File: src/rtl/core/tga_rle_pkg.sv
// shared types and constants for the tga run-length pixel decoder
// no dependencies; imported by tga_rle_ctrl, tga_rle_dpath and the top level
package tga_rle_pkg;

  // default image size limits
  localparam int unsigned MAX_WIDTH_DEF  = 4096;
  localparam int unsigned MAX_HEIGHT_DEF = 4096;

  // fixed field widths
  localparam int unsigned BYTE_W  = 8;
  localparam int unsigned CFG_W   = 13;
  localparam int unsigned CIDX_W  = 2;
  localparam int unsigned POS_W   = 12;
  localparam int unsigned OUT_W   = 72;

  // packet header: top bit marks a repeat packet
  localparam int unsigned HDR_REPEAT_BIT = 7;

  // register indexes
  localparam logic [CIDX_W-1:0] CFG_IMAGE_WIDTH  = 2'd0;
  localparam logic [CIDX_W-1:0] CFG_IMAGE_HEIGHT = 2'd1;
  localparam logic [CIDX_W-1:0] CFG_HAS_ALPHA    = 2'd2;
  localparam logic [CIDX_W-1:0] CFG_FLIP_ROWS    = 2'd3;

  // controller states
  typedef enum logic [1:0] {
    ST_RUN,
    ST_EMIT,
    ST_DONE
  } ctrl_state_t;

  // controller to datapath
  typedef struct packed {
    logic restart;
    logic accept_byte;
    logic emit_seg;
  } dp_cmd_t;

  // datapath to controller
  typedef struct packed {
    logic pix_complete;
    logic out_free;
    logic seg_last;
    logic seg_done;
  } dp_stat_t;

endpackage

File: src/rtl/core/tga_rle_ctrl.sv
// controller state machine of the tga run-length pixel decoder
// depends on tga_rle_pkg; drives commands into tga_rle_dpath
module tga_rle_ctrl (
  input  logic                clk,
  input  logic                rst_n,
  input  logic                in_tvalid,
  output logic                in_tready,
  input  logic                cfg_valid,
  input  tga_rle_pkg::dp_stat_t stat,
  output tga_rle_pkg::dp_cmd_t  cmd
);
  import tga_rle_pkg::*;

  ctrl_state_t state_r, state_nxt;

  // next state
  always_comb begin
    state_nxt = state_r;
    case (state_r)
      ST_RUN: begin
        if (in_tvalid && stat.pix_complete) state_nxt = ST_EMIT;
      end
      ST_EMIT: begin
        if (stat.out_free) begin
          if (stat.seg_done) state_nxt = ST_DONE;
          else if (stat.seg_last) state_nxt = ST_RUN;
        end
      end
      ST_DONE: state_nxt = ST_DONE;
      default: state_nxt = ST_RUN;
    endcase
    if (cfg_valid) state_nxt = ST_RUN;
  end

  always_ff @(posedge clk) begin
    if (!rst_n) state_r <= ST_RUN;
    else        state_r <= state_nxt;
  end

  // outputs
  always_comb begin
    in_tready       = 1'b0;
    cmd.restart     = cfg_valid;
    cmd.accept_byte = 1'b0;
    cmd.emit_seg    = 1'b0;
    case (state_r)
      ST_RUN: begin
        in_tready       = 1'b1;
        cmd.accept_byte = in_tvalid;
      end
      ST_EMIT: cmd.emit_seg = stat.out_free;
      ST_DONE: in_tready = 1'b1;
      default: in_tready = 1'b0;
    endcase
  end

endmodule

File: src/rtl/core/tga_rle_dpath.sv
// datapath of the tga run-length pixel decoder: config, packet and
// pixel state, row/column position, segment output register; uses tga_rle_pkg
module tga_rle_dpath #(
  parameter int unsigned MAX_WIDTH  = tga_rle_pkg::MAX_WIDTH_DEF,
  parameter int unsigned MAX_HEIGHT = tga_rle_pkg::MAX_HEIGHT_DEF
) (
  input  logic                                 clk,
  input  logic                                 rst_n,
  input  tga_rle_pkg::dp_cmd_t                 cmd,
  output tga_rle_pkg::dp_stat_t                stat,
  input  logic [tga_rle_pkg::BYTE_W-1:0]       in_byte,
  input  logic [tga_rle_pkg::CIDX_W-1:0]       cfg_index,
  input  logic [tga_rle_pkg::CFG_W-1:0]        cfg_data,
  output logic                                 out_tvalid,
  input  logic                                 out_tready,
  output logic [tga_rle_pkg::OUT_W-1:0]        out_tdata,
  output logic                                 out_tlast,
  output logic                                 out_tuser
);
  import tga_rle_pkg::*;

  localparam int unsigned CW = $clog2(MAX_WIDTH + 1);
  localparam int unsigned RW = $clog2(MAX_HEIGHT + 1);
  localparam int unsigned LW = (CW > BYTE_W) ? CW : BYTE_W;

  // configuration, held clamped to the legal range
  logic [CW-1:0] eff_w_r, eff_w_nxt;
  logic [RW-1:0] eff_h_r, eff_h_nxt;
  logic          has_alpha_r, has_alpha_nxt;
  logic          flip_r, flip_nxt;

  // stream state
  logic              phase_r, phase_nxt;
  logic              is_repeat_r, is_repeat_nxt;
  logic [BYTE_W-1:0] packet_left_r, packet_left_nxt;
  logic [1:0]        byte_idx_r, byte_idx_nxt;
  logic [BYTE_W-1:0] run_left_r, run_left_nxt;
  logic [CW-1:0]     col_r, col_nxt;
  logic [RW-1:0]     row_r, row_nxt;
  logic              out_valid_r, out_valid_nxt;

  // payload
  logic [3*BYTE_W-1:0] pix_r, pix_nxt;
  logic [BYTE_W-1:0]   alpha_r, alpha_nxt;
  logic [BYTE_W-1:0]   o_red_r, o_green_r, o_blue_r, o_alpha_r, o_len_r;
  logic [POS_W-1:0]    o_row_r, o_col_r;
  logic                o_last_r, o_done_r;

  // segment arithmetic
  logic [CW-1:0]     room;
  logic [LW-1:0]     take_lw;
  logic [BYTE_W-1:0] take;
  logic [CW:0]       col_end;
  logic              row_wrap;
  logic [RW:0]       row_inc;
  logic              seg_done;
  logic              seg_last;
  logic [RW-1:0]     drow;
  logic [1:0]        last_idx;
  logic [BYTE_W-1:0] hdr_count;

  always_comb begin
    room     = eff_w_r - col_r;
    take_lw  = (LW'(run_left_r) <= LW'(room)) ? LW'(run_left_r) : LW'(room);
    take     = take_lw[BYTE_W-1:0];
    col_end  = (CW+1)'(col_r) + (CW+1)'(take);
    row_wrap = (col_end == (CW+1)'(eff_w_r));
    row_inc  = (RW+1)'(row_r) + (RW+1)'(1);
    seg_done = row_wrap && (row_inc == (RW+1)'(eff_h_r));
    seg_last = (run_left_r == take) || seg_done;
    drow     = flip_r ? (eff_h_r - RW'(1) - row_r) : row_r;
    last_idx = has_alpha_r ? 2'd3 : 2'd2;
    // raw: header+1, repeat: header-127; both are low seven bits plus one
    hdr_count = {1'b0, in_byte[HDR_REPEAT_BIT-1:0]} + BYTE_W'(1);
  end

  // status to controller
  always_comb begin
    stat.pix_complete = phase_r && (byte_idx_r == last_idx);
    stat.out_free     = !out_valid_r || out_tready;
    stat.seg_last     = seg_last;
    stat.seg_done     = seg_done;
  end

  // configuration writes
  always_comb begin
    eff_w_nxt     = eff_w_r;
    eff_h_nxt     = eff_h_r;
    has_alpha_nxt = has_alpha_r;
    flip_nxt      = flip_r;
    if (cmd.restart) begin
      case (cfg_index)
        CFG_IMAGE_WIDTH: begin
          if (cfg_data < CFG_W'(4))               eff_w_nxt = CW'(4);
          else if (32'(cfg_data) > MAX_WIDTH)     eff_w_nxt = CW'(MAX_WIDTH);
          else                                    eff_w_nxt = CW'(cfg_data);
        end
        CFG_IMAGE_HEIGHT: begin
          if (cfg_data == '0)                     eff_h_nxt = RW'(1);
          else if (32'(cfg_data) > MAX_HEIGHT)    eff_h_nxt = RW'(MAX_HEIGHT);
          else                                    eff_h_nxt = RW'(cfg_data);
        end
        CFG_HAS_ALPHA: has_alpha_nxt = cfg_data[0];
        CFG_FLIP_ROWS: flip_nxt      = cfg_data[0];
        default:       flip_nxt      = flip_r;
      endcase
    end
  end

  // packet, pixel and position tracking
  always_comb begin
    phase_nxt       = phase_r;
    is_repeat_nxt   = is_repeat_r;
    packet_left_nxt = packet_left_r;
    byte_idx_nxt    = byte_idx_r;
    run_left_nxt    = run_left_r;
    col_nxt         = col_r;
    row_nxt         = row_r;
    pix_nxt         = pix_r;
    alpha_nxt       = alpha_r;
    if (cmd.restart) begin
      phase_nxt       = 1'b0;
      is_repeat_nxt   = 1'b0;
      packet_left_nxt = '0;
      byte_idx_nxt    = '0;
      run_left_nxt    = '0;
      col_nxt         = '0;
      row_nxt         = '0;
    end else if (cmd.accept_byte) begin
      if (!phase_r) begin
        // packet header
        is_repeat_nxt   = in_byte[HDR_REPEAT_BIT];
        packet_left_nxt = hdr_count;
        byte_idx_nxt    = '0;
        phase_nxt       = 1'b1;
      end else begin
        case (byte_idx_r)
          2'd0:    pix_nxt[BYTE_W-1:0]          = in_byte;
          2'd1:    pix_nxt[2*BYTE_W-1:BYTE_W]   = in_byte;
          2'd2:    pix_nxt[3*BYTE_W-1:2*BYTE_W] = in_byte;
          default: alpha_nxt                    = in_byte;
        endcase
        if (byte_idx_r == last_idx) begin
          // pixel complete: load the run and retire it from the packet
          byte_idx_nxt = '0;
          if (is_repeat_r) begin
            run_left_nxt    = packet_left_r;
            packet_left_nxt = '0;
          end else begin
            run_left_nxt    = BYTE_W'(1);
            packet_left_nxt = packet_left_r - BYTE_W'(1);
          end
          phase_nxt = (packet_left_nxt != '0);
        end else begin
          byte_idx_nxt = byte_idx_r + 2'd1;
        end
      end
    end else if (cmd.emit_seg) begin
      run_left_nxt = run_left_r - take;
      if (row_wrap) begin
        col_nxt = '0;
        row_nxt = RW'(row_inc);
      end else begin
        col_nxt = CW'(col_end);
      end
    end
  end

  // output register handshake
  always_comb begin
    out_valid_nxt = out_valid_r;
    if (cmd.emit_seg)    out_valid_nxt = 1'b1;
    else if (out_tready) out_valid_nxt = 1'b0;
  end

  // control and configuration registers
  always_ff @(posedge clk) begin
    if (!rst_n) begin
      eff_w_r       <= CW'(4);
      eff_h_r       <= RW'(1);
      has_alpha_r   <= 1'b0;
      flip_r        <= 1'b0;
      phase_r       <= 1'b0;
      is_repeat_r   <= 1'b0;
      packet_left_r <= '0;
      byte_idx_r    <= '0;
      run_left_r    <= '0;
      col_r         <= '0;
      row_r         <= '0;
      out_valid_r   <= 1'b0;
    end else begin
      eff_w_r       <= eff_w_nxt;
      eff_h_r       <= eff_h_nxt;
      has_alpha_r   <= has_alpha_nxt;
      flip_r        <= flip_nxt;
      phase_r       <= phase_nxt;
      is_repeat_r   <= is_repeat_nxt;
      packet_left_r <= packet_left_nxt;
      byte_idx_r    <= byte_idx_nxt;
      run_left_r    <= run_left_nxt;
      col_r         <= col_nxt;
      row_r         <= row_nxt;
      out_valid_r   <= out_valid_nxt;
    end
  end

  // pixel and segment payload
  always_ff @(posedge clk) begin
    pix_r   <= pix_nxt;
    alpha_r <= alpha_nxt;
    if (cmd.emit_seg) begin
      o_red_r   <= pix_r[3*BYTE_W-1:2*BYTE_W];
      o_green_r <= pix_r[2*BYTE_W-1:BYTE_W];
      o_blue_r  <= pix_r[BYTE_W-1:0];
      o_alpha_r <= has_alpha_r ? alpha_r : '0;
      o_row_r   <= POS_W'(drow);
      o_col_r   <= POS_W'(col_r);
      o_len_r   <= take;
      o_last_r  <= seg_last;
      o_done_r  <= seg_done;
    end
  end

  assign out_tvalid = out_valid_r;
  assign out_tdata  = {8'h00, o_len_r, o_col_r, o_row_r, o_alpha_r,
                       o_blue_r, o_green_r, o_red_r};
  assign out_tlast  = o_last_r;
  assign out_tuser  = o_done_r;

  // checks
  a_col_in_row: assert property (@(posedge clk) disable iff (!rst_n)
    col_r < eff_w_r)
    else $error("column position reached row width");

  a_row_bound: assert property (@(posedge clk) disable iff (!rst_n)
    row_r <= eff_h_r)
    else $error("row position beyond image height");

  a_emit_has_run: assert property (@(posedge clk) disable iff (!rst_n)
    cmd.emit_seg |-> (run_left_r != '0) && (take != '0))
    else $error("segment emitted with empty run");

  a_done_is_last: assert property (@(posedge clk) disable iff (!rst_n)
    cmd.emit_seg && seg_done |=> out_tlast && out_tuser)
    else $error("final image segment not marked last");

endmodule

File: src/rtl/core/tga_rle_pixel_decoder_top.sv
// top level of the tga run-length pixel decoder
// depends on tga_rle_pkg, tga_rle_ctrl and tga_rle_dpath
//
//  channel | dir | beat fields
//  in_     | in  | tdata[7:0] data_byte
//  out_    | out | tdata: red, green, blue, alpha, dest_row, start_col, seg_len;
//          |     | tlast last, tuser image_done
//  cfg_    | in  | cfg_index register, cfg_data value (always ready)
//
// a header byte or a non-final pixel byte is taken in the run state without a stall
// the final byte of a pixel is followed by the segments it makes
//   (one for a raw pixel, one per row touched for a repeat run), each emitted
//   only when the output register is empty or ready; in_tready is low meanwhile
// a segment waits in the output register while input beats go on
// reset and any cfg write restart decoding at the first packet header
module tga_rle_pixel_decoder_top #(
  parameter int unsigned MAX_WIDTH  = tga_rle_pkg::MAX_WIDTH_DEF,
  parameter int unsigned MAX_HEIGHT = tga_rle_pkg::MAX_HEIGHT_DEF
) (
  input  logic                             clk,
  input  logic                             rst_n,
  // tdata: [7:0] data_byte
  input  logic                             in_tvalid,
  output logic                             in_tready,
  input  logic [tga_rle_pkg::BYTE_W-1:0]   in_tdata,
  // tdata: [7:0] red, [15:8] green, [23:16] blue, [31:24] alpha,
  //   [43:32] dest_row, [55:44] start_col, [63:56] seg_len, [71:64] zero
  output logic                             out_tvalid,
  input  logic                             out_tready,
  output logic [tga_rle_pkg::OUT_W-1:0]    out_tdata,
  output logic                             out_tlast,
  // tuser: [0] image_done
  output logic                             out_tuser,
  input  logic                             cfg_valid,
  output logic                             cfg_ready,
  input  logic [tga_rle_pkg::CIDX_W-1:0]   cfg_index,
  input  logic [tga_rle_pkg::CFG_W-1:0]    cfg_data
);
  import tga_rle_pkg::*;

  dp_cmd_t  cmd;
  dp_stat_t stat;

  // register writes are taken at once
  assign cfg_ready = 1'b1;

  // controller
  tga_rle_ctrl u_ctrl (
    .clk       (clk),
    .rst_n     (rst_n),
    .in_tvalid (in_tvalid),
    .in_tready (in_tready),
    .cfg_valid (cfg_valid),
    .stat      (stat),
    .cmd       (cmd)
  );

  // datapath
  tga_rle_dpath #(
    .MAX_WIDTH  (MAX_WIDTH),
    .MAX_HEIGHT (MAX_HEIGHT)
  ) u_dpath (
    .clk        (clk),
    .rst_n      (rst_n),
    .cmd        (cmd),
    .stat       (stat),
    .in_byte    (in_tdata),
    .cfg_index  (cfg_index),
    .cfg_data   (cfg_data),
    .out_tvalid (out_tvalid),
    .out_tready (out_tready),
    .out_tdata  (out_tdata),
    .out_tlast  (out_tlast),
    .out_tuser  (out_tuser)
  );

endmodule
File: config.mk
export PLATFORM = sky130hd
export DESIGN_NAME = tga_rle_pixel_decoder_top
export DESIGN_NICKNAME = d
export VERILOG_FILES = /design/src/rtl/core/tga_rle_pkg.sv /design/src/rtl/core/tga_rle_ctrl.sv /design/src/rtl/core/tga_rle_dpath.sv /design/src/rtl/core/tga_rle_pixel_decoder_top.sv
export SDC_FILE = /design/constraint.sdc
export NUM_CORES = 1
export LEC_CHECK = 0
export BUFFER_PORTS_ARGS = -buffer_cell sky130_fd_sc_hd__buf_2
export CAP_MARGIN = 10
export CORE_MARGIN = 2
export CORE_UTILIZATION = 54
export CTS_CLUSTER_SIZE = 8
export DETAILED_ROUTE_END_ITERATION = 7
export GPL_TIMING_DRIVEN = 0
export PLACE_DENSITY = 0.77
export SYNTH_ARGS = -nofsm -noshare
export SYNTH_HDL_FRONTEND = slang
export SYNTH_SLANG_ARGS = --single-unit
export TNS_END_PERCENT = 50
File: constraint.sdc
create_clock -name clk -period 7.72 [get_ports clk]
set_clock_uncertainty 0.05 [all_clocks]
set_input_delay 0.772 -clock clk [delete_from_list [all_inputs] [get_ports clk]]
set_output_delay 0.772 -clock clk [all_outputs]
set_load 0.005 [all_outputs]
==> flow_metrics.env, run 1 <==
export IMPL_final_cell_mix="98 x edfxtp_1, 96 x buf_2, 75 x nand2_1, 72 x dfxtp_1, 56 x nor2_1"
export IMPL_io_buffers=94
export IMPL_start_util_pct=54.8
export IMPL_ys_ff_latch=175
export IMPL_fin_crit_sh_pct=98.9
export IMPL_yosysSeqAreaShare_pct=45.8
export IMPL_drv_cap=0
export IMPL_clock_fmax_mhz=131
export IMPL_die_x_um=139
export IMPL_post_route_min_period_ns=7.64
export IMPL_fin_ws_ns=0.0833
export IMPL_hp_class="reg -> reg"
export IMPL_grt_ovfl_total=0
export IMPL_cts_inserted_buffers=17
export IMPL_clkLatencyLatePin_ns=0.44
export IMPL_yosys_area_top_type="edfxtp_1"
export IMPL_switchingPower_mw=0.540
export IMPL_first_pass_iters=6
export IMPL_pwr_share_seq_pct=48.5
export IMPL_drv_slew=0
export IMPL_post_synth_inst_count=981
export IMPL_rsz0062_at_grt="yes"
export IMPL_ys_top_cells_by_area="edfxtp_1 30%, dfxtp_1 16%, ha_1 6.9%"
export IMPL_crit_top_cell="buf_4"
export IMPL_cp_arrival_ns=7.95
export IMPL_setup_viol=0
export IMPL_yosysTopAreaCellShare_pct=30.1
export IMPL_diodes=0
export IMPL_track_usage_pct=26.2
export IMPL_via_count=8377
export IMPL_p_int_mw=1.50
export IMPL_placed_area_mm2=0.0106
export IMPL_rows=49
export IMPL_hpwl_um=17600
export IMPL_cts_htree_levels=4
export IMPL_placed_cells=1312
export IMPL_cts_sinks=175
export IMPL_mostFrequentLayoutCell="edfxtp_1"
export IMPL_syn_cell_area_mm2=0.00978
export IMPL_viasPerCell=6.03
export IMPL_postRouteAntennaNets=0
export IMPL_p_per_area_mw_per_mm2=172
export IMPL_worst_pin_slew_ns=1.02
export IMPL_drt_initial_drc_count=863
export IMPL_drive_gt1_share_pct=22.1
export IMPL_yosys_warnings=0
export IMPL_gp_congestion=0.936
export IMPL_io_pins=105
export IMPL_status="finished, final reports clean"
export IMPL_post_route_util_pct=66.6
export IMPL_worst_path_max_delay_cell="nor4b_2"
export IMPL_cp_required_ns=8.03
export IMPL_critPathKind="reg -> reg"
export IMPL_core_mm2=0.0178
export IMPL_syn_area_per_cell_um2=9.97
export IMPL_cp_start_kind="flop"
export IMPL_grt_max_degree=65
export IMPL_swShare_pct=26.4
export IMPL_die_area_mm2=0.0192
export IMPL_die_h_um=139
export IMPL_nets=1234
export IMPL_route_detailed_drc=0
export IMPL_leakagePower_nw=4.45
export IMPL_synth_cell_type_count=71
export IMPL_power_share_combinational_pct=9.7
export IMPL_wire_per_inst_um=18.9
export IMPL_tritoncts="yes"
export IMPL_slowest_delay_ns=0.50
export IMPL_antenna_found_initial=0
export IMPL_synth_edf_count=98
export IMPL_p_clk_share_pct=41.8
export IMPL_stdcell_count=1390
export IMPL_grt_pass1_vias=7693
export IMPL_syn2layout_area_growth_pct=21.4
export IMPL_cts_path_max_buffers=2
export IMPL_cp_buffers_inverters=33
export IMPL_crit_fanout=4
export IMPL_clk_pin_slew_ns=0.08
export IMPL_grt_pass1_wl_um=40200
export IMPL_cp_end_kind="flop"
export IMPL_synth_ff_type="edfxtp_1"
export IMPL_crit_family="buffers and inverters"
export IMPL_slew_headroom_pct=31.9
export IMPL_cts_root_buf="clkbuf_16"
export IMPL_hold_viol_final=0
export IMPL_dp_slack_ns=-0.927
export IMPL_ir_drop_v=0.000177
export IMPL_stdcell_area_mm2=0.0119
export IMPL_async_flop_share_pct=0
export IMPL_finalWirelength_um=26200
synth_stat cells, types with 7 or more instances:
master / n
a21o_1: 12
a21oi_1: 43
a22oi_1: 19
a31oi_1: 7
and2_1: 16
and3_1: 7
buf_4: 9
clkbuf_1: 31
dfxtp_1: 77
edfxtp_1: 98
ha_1: 54
inv_1: 52
mux2_2: 9
mux2i_1: 22
nand2_1: 75
nand2b_1: 8
nand3_1: 46
nand4_1: 16
nor2_1: 58
nor2b_1: 28
nor3_1: 21
nor4_1: 11
o211ai_1: 14
o21a_1: 11
o21ai_0: 50
or3_1: 7
xnor2_1: 45
xor2_1: 18
logic make-up (layout without fill, tap and decap cells):
logic type | Yosys count | after routing | share of synthesized area, %
AND/OR/NAND/NOR | 321 | 321 | 16.8
AO/OA/AOI/OAI | 226 | 226 | 15.6
flip-flops | 175 | 175 | 45.8
buffers and inverters | 103 | 276 | 4.53
XOR/XNOR | 65 | 65 | 6.11
adder cells (fa/ha/maj) | 58 | 58 | 7.73
multiplexers | 31 | 31 | 3.29
other | 2 | 9 | 0.0768
layout make-up:
cell class                      instances  area, µm²
Timing Repair Buffer                  142        866
Clock inverter                         15        166
Sequential cell                       175       4500
Tap cell                              229        287
Inverter                               52        195
Fill cell                            1360       5960
Clock buffer                           17        425
Multi-Input combinational cell        710       5150
Buffer                                 50        288
state kept, by name, summed over array words and instances, names as in the netlist, 12 cells and up:
name,count
u_dpath.row_r,13
u_dpath.eff_h_r,13
u_dpath.pix_r,24
u_dpath.eff_w_r,13
u_dpath.o_col_r,12
u_dpath.o_row_r,12
u_dpath.col_r,13
path summary, 6_finish.rpt:
check	from	to	slack [ns]	cells after the start
max	u_dpath.eff_w_r[0]$_SDFFE_PN0P_	u_dpath.run_left_r[7]$_SDFFE_PP0P_	0.08	49
min	u_dpath.pix_r[17]$_DFFE_PP_	u_dpath.o_red_r[1]$_DFFE_PP_	0.37	0
max reg2reg	u_dpath.eff_w_r[0]$_SDFFE_PN0P_	u_dpath.run_left_r[7]$_SDFFE_PP0P_	0.08	49
min reg2reg	u_dpath.pix_r[17]$_DFFE_PP_	u_dpath.o_red_r[1]$_DFFE_PP_	0.37	0
metrics by stage:
step | TNS [ns] | hold slack [ns] | power, mW
final | 0 | 0.367 | 2.04
after global routing | -0.935 | 0.375 | 2.11
after CTS | 0 | 0.368 | 2.02
after floorplan | 0 | 0.350 | 1.13
after global placement | -21.74 | 0.351 | 1.17
after detailed placement | -23.54 | 0.355 | 1.17
metal layers:
metal	share of wire [%]	track usage [%]	up-vias
li1	-	-	3932
met1	42	34.8	3946
met2	47	43.1	411
met3	7.0	4.66	88
met4	3.9	9.94	0
met5	0	0	-
power groups by stage:
stage	clock network (mW)	registers [mW]	logic, mW
3_5_place_dp	0	1.01	0.160
3_3_place_gp	0	1.01	0.157
4_1_cts	0.859	0.990	0.175
2_1_floorplan	0	1.01	0.116
5_1_grt	0.902	0.991	0.216
6_report	0.854	0.991	0.199
repair_timing:
item / 4_1_cts / 5_1_grt
hold buffers: 0 / 0
pin swaps: 5 / 25
setup buffers: 36 / 13
resized for setup: 20 / 55
hold endpoints to repair: 0 / 0
setup endpoints to repair: 30 / 30
cloned: 0 / 0
(Power assumes the default switching activity.)
==> inputs of run 2 (changes only) <==
--- a/config.mk
+++ b/config.mk
@@ -6,13 +6,14 @@
 export NUM_CORES = 1
 export LEC_CHECK = 0
 export BUFFER_PORTS_ARGS = -buffer_cell sky130_fd_sc_hd__buf_2
-export CAP_MARGIN = 10
+export CAP_MARGIN = 30
 export CORE_MARGIN = 2
-export CORE_UTILIZATION = 54
+export CORE_UTILIZATION = 60
 export CTS_CLUSTER_SIZE = 8
 export DETAILED_ROUTE_END_ITERATION = 7
 export GPL_TIMING_DRIVEN = 0
-export PLACE_DENSITY = 0.77
+export PLACE_DENSITY = 0.81
+export SKIP_CTS_REPAIR_TIMING = 1
 export SYNTH_ARGS = -nofsm -noshare
 export SYNTH_HDL_FRONTEND = slang
 export SYNTH_SLANG_ARGS = --single-unit
==> constraint.sdc (replaced) <==
create_clock -name clk -period 8.75 [get_ports clk]
set_clock_uncertainty 0.05 [all_clocks]
set_input_delay 0.875 -clock clk [delete_from_list [all_inputs] [get_ports clk]]
set_output_delay 0.875 -clock clk [all_outputs]
set_load 0.005 [all_outputs]
==> run 2 against run 1 <==
Setup slack gained 0.39 ns. Design area is 5.3% lower. Critical endpoint is now u_dpath.row_r[12]$_SDFFE_PP0P_. Routed wire length down 9.9%. Critical path type unchanged. Global-route usage up 1.4 points. Hold slack better by 0.0036 ns. Maximum frequency shrank 7.8%.
==> flow_metrics.env, run 2 (synthesis gave the netlist of run 1 again) <==
export IMPL_status="finished, final reports clean"
export IMPL_top_usage_layer="met2"
export IMPL_start_util_pct=61.6
export IMPL_grt_met1_usage_pct=37.2
export IMPL_cp_end_kind="flop"
export IMPL_p_int_mw=1.34
export IMPL_cts_root_buf="clkbuf_16"
export IMPL_p_per_area_mw_per_mm2=161
export IMPL_pwr_share_seq_pct=48.3
export IMPL_io_pins=105
export IMPL_wire_per_inst_um=17.8
export IMPL_drive_gt1_share_pct=15.8
export IMPL_cts_inserted_buffers=17
export IMPL_cp_buffers_inverters=6
export IMPL_core_mm2=0.0159
export IMPL_grt_ovfl_total=0
export IMPL_grt_max_degree=59
export IMPL_tritoncts="yes"
export IMPL_rsz0062_at_grt="no"
export IMPL_grt_util_met2_pct=44.5
export IMPL_worst_pin_slew_ns=0.988
export IMPL_drv_cap=0
export IMPL_rows=46
export IMPL_finalWirelength_um=23700
export IMPL_cp_start_kind="flop"
export IMPL_die_h_um=132
export IMPL_swShare_pct=25.8
export IMPL_cp_required_ns=9.02
export IMPL_met3_usage_pct=3.97
export IMPL_cts_htree_levels=4
export IMPL_drt_initial_drc_count=723
export IMPL_cts_path_max_buffers=2
export IMPL_post_route_min_period_ns=8.28
export IMPL_largest_reg_flops=24
export IMPL_track_usage_pct=27.6
export IMPL_switchingPower_mw=0.468
export IMPL_route_detailed_drc=0
export IMPL_syn2layout_area_growth_pct=15.0
export IMPL_die_area_mm2=0.0173
export IMPL_clkLatencyLatePin_ns=0.44
export IMPL_hpwl_um=17200
export IMPL_io_buffers=94
export IMPL_first_pass_iters=7
export IMPL_mostFrequentLayoutCell="buf_2"
export IMPL_slew_headroom_pct=33.5
export IMPL_final_cell_mix="99 x buf_2, 98 x edfxtp_1, 77 x dfxtp_1, 75 x nand2_1, 58 x nor2_1"
export IMPL_leakagePower_nw=4.17
export IMPL_hp_class="reg -> reg"
export IMPL_worstRegToRegCells=31
export IMPL_p_clk_share_pct=43.6
export IMPL_hold_path_depth=0
export IMPL_fin_crit_sh_pct=94.6
export IMPL_cts_sinks=175
export IMPL_nets=1188
export IMPL_viasPerCell=5.99
export IMPL_power_share_combinational_pct=8.1
export IMPL_via_count=7977
export IMPL_hold_viol_final=0
export IMPL_drv_slew=0
export IMPL_postRouteAntennaNets=0
export IMPL_worst_path_max_delay_cell="or4_1"
export IMPL_clk_pin_slew_ns=0.07
export IMPL_antenna_found_initial=0
export IMPL_diodes=0
export IMPL_critPathKind="reg -> reg"
export IMPL_crit_family="simple AND/OR/NAND/NOR gates"
export IMPL_crit_path_end="u_dpath.row_r[12]$_SDFFE_PP0P_"
export IMPL_gp_congestion=0.931
export IMPL_ir_drop_v=0.000143
export IMPL_r2r_start="u_dpath.col_r[1]$_SDFFE_PP0P_"
export IMPL_grt_pass1_vias=7423
export IMPL_crit_start="u_dpath.col_r[1]$_SDFFE_PP0P_"
export IMPL_setup_viol=0
export IMPL_cp_arrival_ns=8.55
export IMPL_grt_pass1_wl_um=38100
export IMPL_slowest_delay_ns=0.53
export IMPL_stdcell_area_mm2=0.0112
export IMPL_setup_tns_ns=0
export IMPL_regToRegSetupSlack_ns=0.47
export IMPL_placed_area_mm2=0.0106
export IMPL_crit_fanout=10
export IMPL_cp_depth=31
export IMPL_die_x_um=132
export IMPL_top_register="u_dpath.pix_r"
export IMPL_r2r_end="u_dpath.row_r[12]$_SDFFE_PP0P_"
export IMPL_num_fill_cells=1172
export IMPL_clock_fmax_mhz=121
run 2: changes by cell type in the layout (fill, tap and decap cells not counted), moves of 3 or more:
cell      before  now
inv_2          5    0
buf_6          7    2
ha_1          48   54
o311ai_1       1    4
buf_2         96   99
inv_1         47   52
buf_4         53   10
o311ai_4       3    0
dfxtp_2        3    0
dfxtp_1       72   77
ha_4           6    0
run 2: layout make-up:
type	count	area [µm²]	share of cell area, %
buffer	50	250	2.22
inverter	52	195	1.74
clock inverter	15	205	1.82
tap	216	270	2.40
timing repair buffer	96	505	4.49
sequential	175	4480	39.9
clock buffer	17	425	3.78
multi-input combinational	710	4910	43.7
run 2: metrics by stage:
step	setup slack (ns)	hold slack [ns]	util [%]	power, mW	std cells
6_report	0.469	0.371	70.8	1.81	1331
5_1_grt	0.0444	0.373	70.8	1.86	1331
4_1_cts	-0.138	0.370	70.6	1.81	1331
3_5_place_dp	-0.0943	0.355	66.6	1.03	1299
3_3_place_gp	-0.0966	0.352	66.4	1.03	1298
2_1_floorplan	1.20	0.350	-	0.993	988
run 2: metal layers:
layer,vias to the layer above,part of all wire (%)
met5,-,0
met2,352,46
li1,3834,-
met1,3739,44
met3,52,6.5
met4,0,3.3
run 2: worst min-delay path by stage:
stage | slack (ns) | start | endpoint
2_1_floorplan | 0.35 | u_dpath.pix_r[0]$_DFFE_PP_ | u_dpath.o_blue_r[0]$_DFFE_PP_
3_3_place_gp | 0.35 | u_dpath.pix_r[6]$_DFFE_PP_ | u_dpath.o_blue_r[6]$_DFFE_PP_
3_5_place_dp | 0.35 | u_dpath.pix_r[22]$_DFFE_PP_ | u_dpath.o_red_r[6]$_DFFE_PP_
4_1_cts | 0.37 | u_dpath.pix_r[11]$_DFFE_PP_ | u_dpath.o_green_r[3]$_DFFE_PP_
5_1_grt | 0.37 | u_dpath.pix_r[7]$_DFFE_PP_ | u_dpath.o_blue_r[7]$_DFFE_PP_
6_report | 0.37 | u_dpath.pix_r[11]$_DFFE_PP_ | u_dpath.o_green_r[3]$_DFFE_PP_
run 2: power groups by stage:
| stage | sequential (mW) | combinational (mW) | clock, mW |
|---|---|---|---|
| 2_1_floorplan | 0.890 | 0.103 | 0 |
| 3_3_place_gp | 0.893 | 0.139 | 0 |
| 3_5_place_dp | 0.893 | 0.141 | 0 |
| 4_1_cts | 0.874 | 0.143 | 0.795 |
| 5_1_grt | 0.875 | 0.161 | 0.823 |
| 6_report | 0.874 | 0.148 | 0.790 |
run 2: worst register-to-register path: cells and delay by family (launching register included):
family                   cells  cell delay, ns
flip-flops                   1            0.47
AND/OR/NAND/NOR             10            3.09
buffers and inverters        6            0.92
AO/OA/AOI/OAI                9            1.86
multiplexers                 1            0.34
adder cells (fa/ha/maj)      4            1.24
XOR/XNOR                     1            0.21
